--- src/rtl/core/bstack_pkg.sv ---
`timescale 1ns / 1ps

package bstack_pkg;

	localparam int DATA_W = 32;
	localparam int OP_W   = 2;
	localparam int POS_W  = 9;
	localparam int CAP_W  = 9;
	localparam int ST_W   = 2;

	localparam logic [OP_W-1:0] OP_PUSH = 2'd0;
	localparam logic [OP_W-1:0] OP_POP  = 2'd1;
	localparam logic [OP_W-1:0] OP_PEEK = 2'd2;

	localparam logic [ST_W-1:0] ST_OK        = 2'd0;
	localparam logic [ST_W-1:0] ST_OVERFLOW  = 2'd1;
	localparam logic [ST_W-1:0] ST_UNDERFLOW = 2'd2;
	localparam logic [ST_W-1:0] ST_BADPOS    = 2'd3;

	localparam logic [CAP_W-1:0] CAP_RESET = 9'd256;

	typedef enum logic [1:0] {
		S_IDLE,
		S_EXEC,
		S_RESP
	} ctrl_state_t;

	typedef struct packed {
		logic capture;
		logic exec;
		logic load;
	} dp_cmd_t;

endpackage

--- src/rtl/core/bstack_ctrl.sv ---
`timescale 1ns / 1ps

module bstack_ctrl (
	input  logic               clk,
	input  logic               arst_n,
	input  logic               in_valid,
	output logic               in_ready,
	output logic               out_valid,
	input  logic               out_ready,
	output bstack_pkg::dp_cmd_t cmd
);
	import bstack_pkg::*;

	ctrl_state_t state_q;
	ctrl_state_t state_nxt;
	logic        out_valid_q;

	always_ff @(posedge clk or negedge arst_n) begin
		if (!arst_n) begin
			state_q <= S_IDLE;
		end else begin
			state_q <= state_nxt;
		end
	end

	always_comb begin
		state_nxt = state_q;
		cmd       = '0;
		in_ready  = 1'b0;
		case (state_q)
			S_IDLE: begin
				in_ready = 1'b1;
				if (in_valid) begin
					cmd.capture = 1'b1;
					state_nxt   = S_EXEC;
				end
			end
			S_EXEC: begin
				cmd.exec  = 1'b1;
				state_nxt = S_RESP;
			end
			S_RESP: begin
				// The result waits here until the output register is free.
				if (!out_valid_q || out_ready) begin
					cmd.load  = 1'b1;
					state_nxt = S_IDLE;
				end
			end
			default: begin
				state_nxt = S_IDLE;
			end
		endcase
	end

	always_ff @(posedge clk or negedge arst_n) begin
		if (!arst_n) begin
			out_valid_q <= 1'b0;
		end else if (cmd.load) begin
			out_valid_q <= 1'b1;
		end else if (out_ready) begin
			out_valid_q <= 1'b0;
		end
	end

	assign out_valid = out_valid_q;

endmodule

--- config.mk ---
export PLATFORM = sky130hd
export DESIGN_NAME = bstack_ctrl
export DESIGN_NICKNAME = d
export VERILOG_FILES = /design/src/rtl/core/bstack_pkg.sv /design/src/rtl/core/bstack_ctrl.sv
export SDC_FILE = /design/constraint.sdc
export NUM_CORES = 1
export LEC_CHECK = 0
export BUFFER_PORTS_ARGS = -buffer_cell sky130_fd_sc_hd__buf_2
export CAP_MARGIN = 25
export CORE_AREA = 3 3 40 42
export DETAILED_ROUTE_END_ITERATION = 12
export DIE_AREA = 0 0 43 45
export GPL_TIMING_DRIVEN = 1
export HOLD_SLACK_MARGIN = 0.03
export MAX_ROUTING_LAYER = met4
export PLACE_DENSITY = 0.3
export SYNTH_ARGS = -nofsm -noshare
export SYNTH_HDL_FRONTEND = slang
export SYNTH_SLANG_ARGS = --single-unit
--- constraint.sdc ---
create_clock -name clk -period 0.86 [get_ports clk]
set_input_delay 0.172 -clock clk [delete_from_list [all_inputs] [get_ports clk]]
set_output_delay 0.172 -clock clk [all_outputs]
set_load 0.01 [all_outputs]
==> results.py <==
metrics = {
    "sta": {
        "finalSetupTns_ns": -1.35,
        "fmax_mhz": 849,
        "slew_headroom": 0.903,
        "hold_viol_final": 0,
        "fin_crit_sh": 1.37,
        "rsz0062_at_grt": "yes",
        "setup_violations": 6,
        "tightest_slew_ns": 0.145,
        "fin_skew_ns": 0.00201,
        "setup_ws_ns": -0.318,
        "fin_crit_ns": 1.18,
        "finalMaxSlewViolations": 0,
    },
    "cts": {
        "cts_sinks": 3,
        "cts_buffers": 3,
        "clk_pin_slew_worst_paths_ns": 0.03,
        "root_buffer": "clkbuf_4",
        "insertion_delay_ns": 0.23,
        "cts.htree.levels": 1,
        "cts_tree": "built",
        "clock_path_buffers": 2,
    },
    "logic_synthesis": {
        "syn_area_um2": 133,
        "syn_nets": 16,
        "avgSynthCellArea_um2": 11.1,
        "netlist_instances": 12,
        "seq_area_frac_synth": 0.566,
        "ys_ff_latch": 3,
        "ys_types": 8,
        "yosysWarnings": 0,
    },
    "final_layout": {
        "fillers": 149,
        "design_area_um2": 310,
        "antenna_cells": 0,
        "layoutNonFillerInstCount": 44,
        "multiInputGateArea_um2": 80.1,
        "regArea_um2": 76.3,
        "nNetsFinal": 34,
        "syn2layout_area_growth_pct": 134,
        "drive_gt1_frac": 0.724,
    },
    "critical_path": {
        "cp_slowest_stage_delay_ns": 0.44,
        "reg2reg_slack_ns": -0.04,
        "r2r_end": "state_q[1]",
        "crit_path_end_kind": "output pin",
        "reg2reg_depth": 3,
        "r2r-start": "state_q[0]",
        "required_ns": 0.69,
        "critPathSlowestCell": "dfrtp_2",
        "critPathBufInv": 1,
        "path_delay_family": "flip-flops",
        "cp.arrival_ns": 1.01,
        "critPathKind": "flop to output pin",
        "startpoint_type": "flop",
        "crit_chain": "nor2_4, and2_4, buf_6",
        "worstPathMaxFanout": 3,
    },
    "floorplan": {
        "die_area_mm2": 0.00194,
        "io_pins": 9,
        "start_util": 0.103,
        "rows": 13,
        "die_x_um": 43,
        "die_h_um": 45,
        "core_mm2": 0.00128,
    },
    "global_routing": {
        "antenna_found_initial": 0,
        "grtUsageTotal": 0.0516,
        "grt_first_pass_wirelength_um": 600,
        "grt-ovfl-total": 0,
        "grt_start_max_net_pins": 4,
        "grt_pass1_vias": 153,
    },
    "min_path": {
        "min_from": "in_valid",
        "worst_hold_path_type": "input port to flop",
        "hold_depth": 2,
        "min_to": "state_q[0]",
    },
    "detailed_routing": {
        "firstDrtPassIters": 2,
        "routed_via_density": 3.32,
        "antenna_left": 0,
        "drc": 0,
        "drt-wirelength-per-cell_um": 7.57,
        "first_iter_violations": 3,
        "vias": 146,
        "drt-total-wl_um": 333,
    },
    "placement": {
        "numPortBuffers": 8,
        "gp_congestion": 0.607,
        "dp.cells": 37,
        "place_area_um2": 230,
    },
    "power_and_ir_drop": {
        "power_density_mw_per_mm2": 3020,
        "ir_drop_mv": 1.10,
        "total_leakage_power_nw": 0.156,
    },
    "status": {
        "violations": "negative setup slack",
        "status": "complete, but fails checks",
    },
    "run": {
        "drv_cap": 0,
    },
}
## area by class of cell
type | count | share of cell area
well taps | 15 | 0.0605
multi-input cells | 9 | 0.258
flip-flops and latches | 3 | 0.246
repair buffers | 13 | 0.351
clock buffers | 4 | 0.0847
## registers in the layout, indices dropped and copies added, names as in the netlist
| register | count |
|---|---|
| state_q | 2 |
| out_valid | 1 |
## worst max-delay path by stage
stage | cells after the start | startpoint | slack (ns) | to
after floorplan | 2 | state_q[1] | -0.02 | cmd[2]
after global placement | 3 | state_q[0] | -0.09 | cmd[0]
after detailed placement | 3 | state_q[1] | -0.1 | cmd[2]
after CTS | 3 | state_q[0] | -0.34 | cmd[0]
after global routing | 3 | state_q[0] | -0.39 | cmd[0]
final | 3 | state_q[1] | -0.32 | cmd[2]
## power breakdown
part	internal (mW)	leakage [nW]	switching (mW)
Sequential	0.190	0.0371	0.0497
Clock	0.173	0.0150	0.0669
Combinational	0.302	0.104	0.157
Total	0.665	0.156	0.274
## through the flow
| stage | setup slack [ns] | hold slack (ns) | utilization | power, mW |
|---|---|---|---|---|
| 6_report | -0.318 | 0.170 | 0.241 | 0.939 |
| 5_1_grt | -0.387 | 0.154 | 0.241 | 1.02 |
| 3_3_place_gp | -0.0902 | -0.0256 | 0.179 | 0.551 |
| 3_5_place_dp | -0.0959 | -0.0295 | 0.179 | 0.550 |
| 2_1_floorplan | -0.0241 | -0.124 | - | 0.419 |
| 4_1_cts | -0.337 | 0.163 | 0.228 | 0.894 |
## metal layers
metal	vias to the layer above	part of all wire	GRT usage
met5	-	0	-
met4	0	0	0.0361
met3	0	0.16	0.0598
met2	10	0.42	0.0599
met1	65	0.42	0.0462
li1	71	-	-
## synth_stat cells
cell | n | area, µm²
and2_1 | 2 | 12.5
dfrtp_1 | 3 | 75.1
nand2_1 | 1 | 3.75
nand2b_1 | 2 | 12.5
nor2_2 | 1 | 6.26
nor2b_1 | 1 | 6.26
nor2b_2 | 1 | 8.76
o21bai_1 | 1 | 7.51
## what timing repair did
action	4_1_cts	5_1_grt
setup buffers	1	1
cloned	0	0
resized for setup	3	2
hold buffers	1	0
hold endpoints to repair	3	0
setup endpoints to repair	6	7
## placed cells by master (no fill, tap or decap), drive strengths merged
master | Yosys | layout
and2 | 2 | 2
buf | 0 | 12
clkbuf | 0 | 4
dfrtp | 3 | 3
dlygate4sd3 | 0 | 1
nand2 | 1 | 1
nand2b | 2 | 2
nor2 | 1 | 1
nor2b | 2 | 2
o21bai | 1 | 1
## logic make-up after synthesis
group	synth area share
compound gates	0.0566
flops	0.566
simple gates	0.377
## worst reg2reg max path, cell delays in order, from the launching register on
cell	delay, ns
dfrtp_1	0.40
nand2b_4	0.17
buf_4	0.13
o21bai_1	0.12
(Power assumes the default switching activity.)
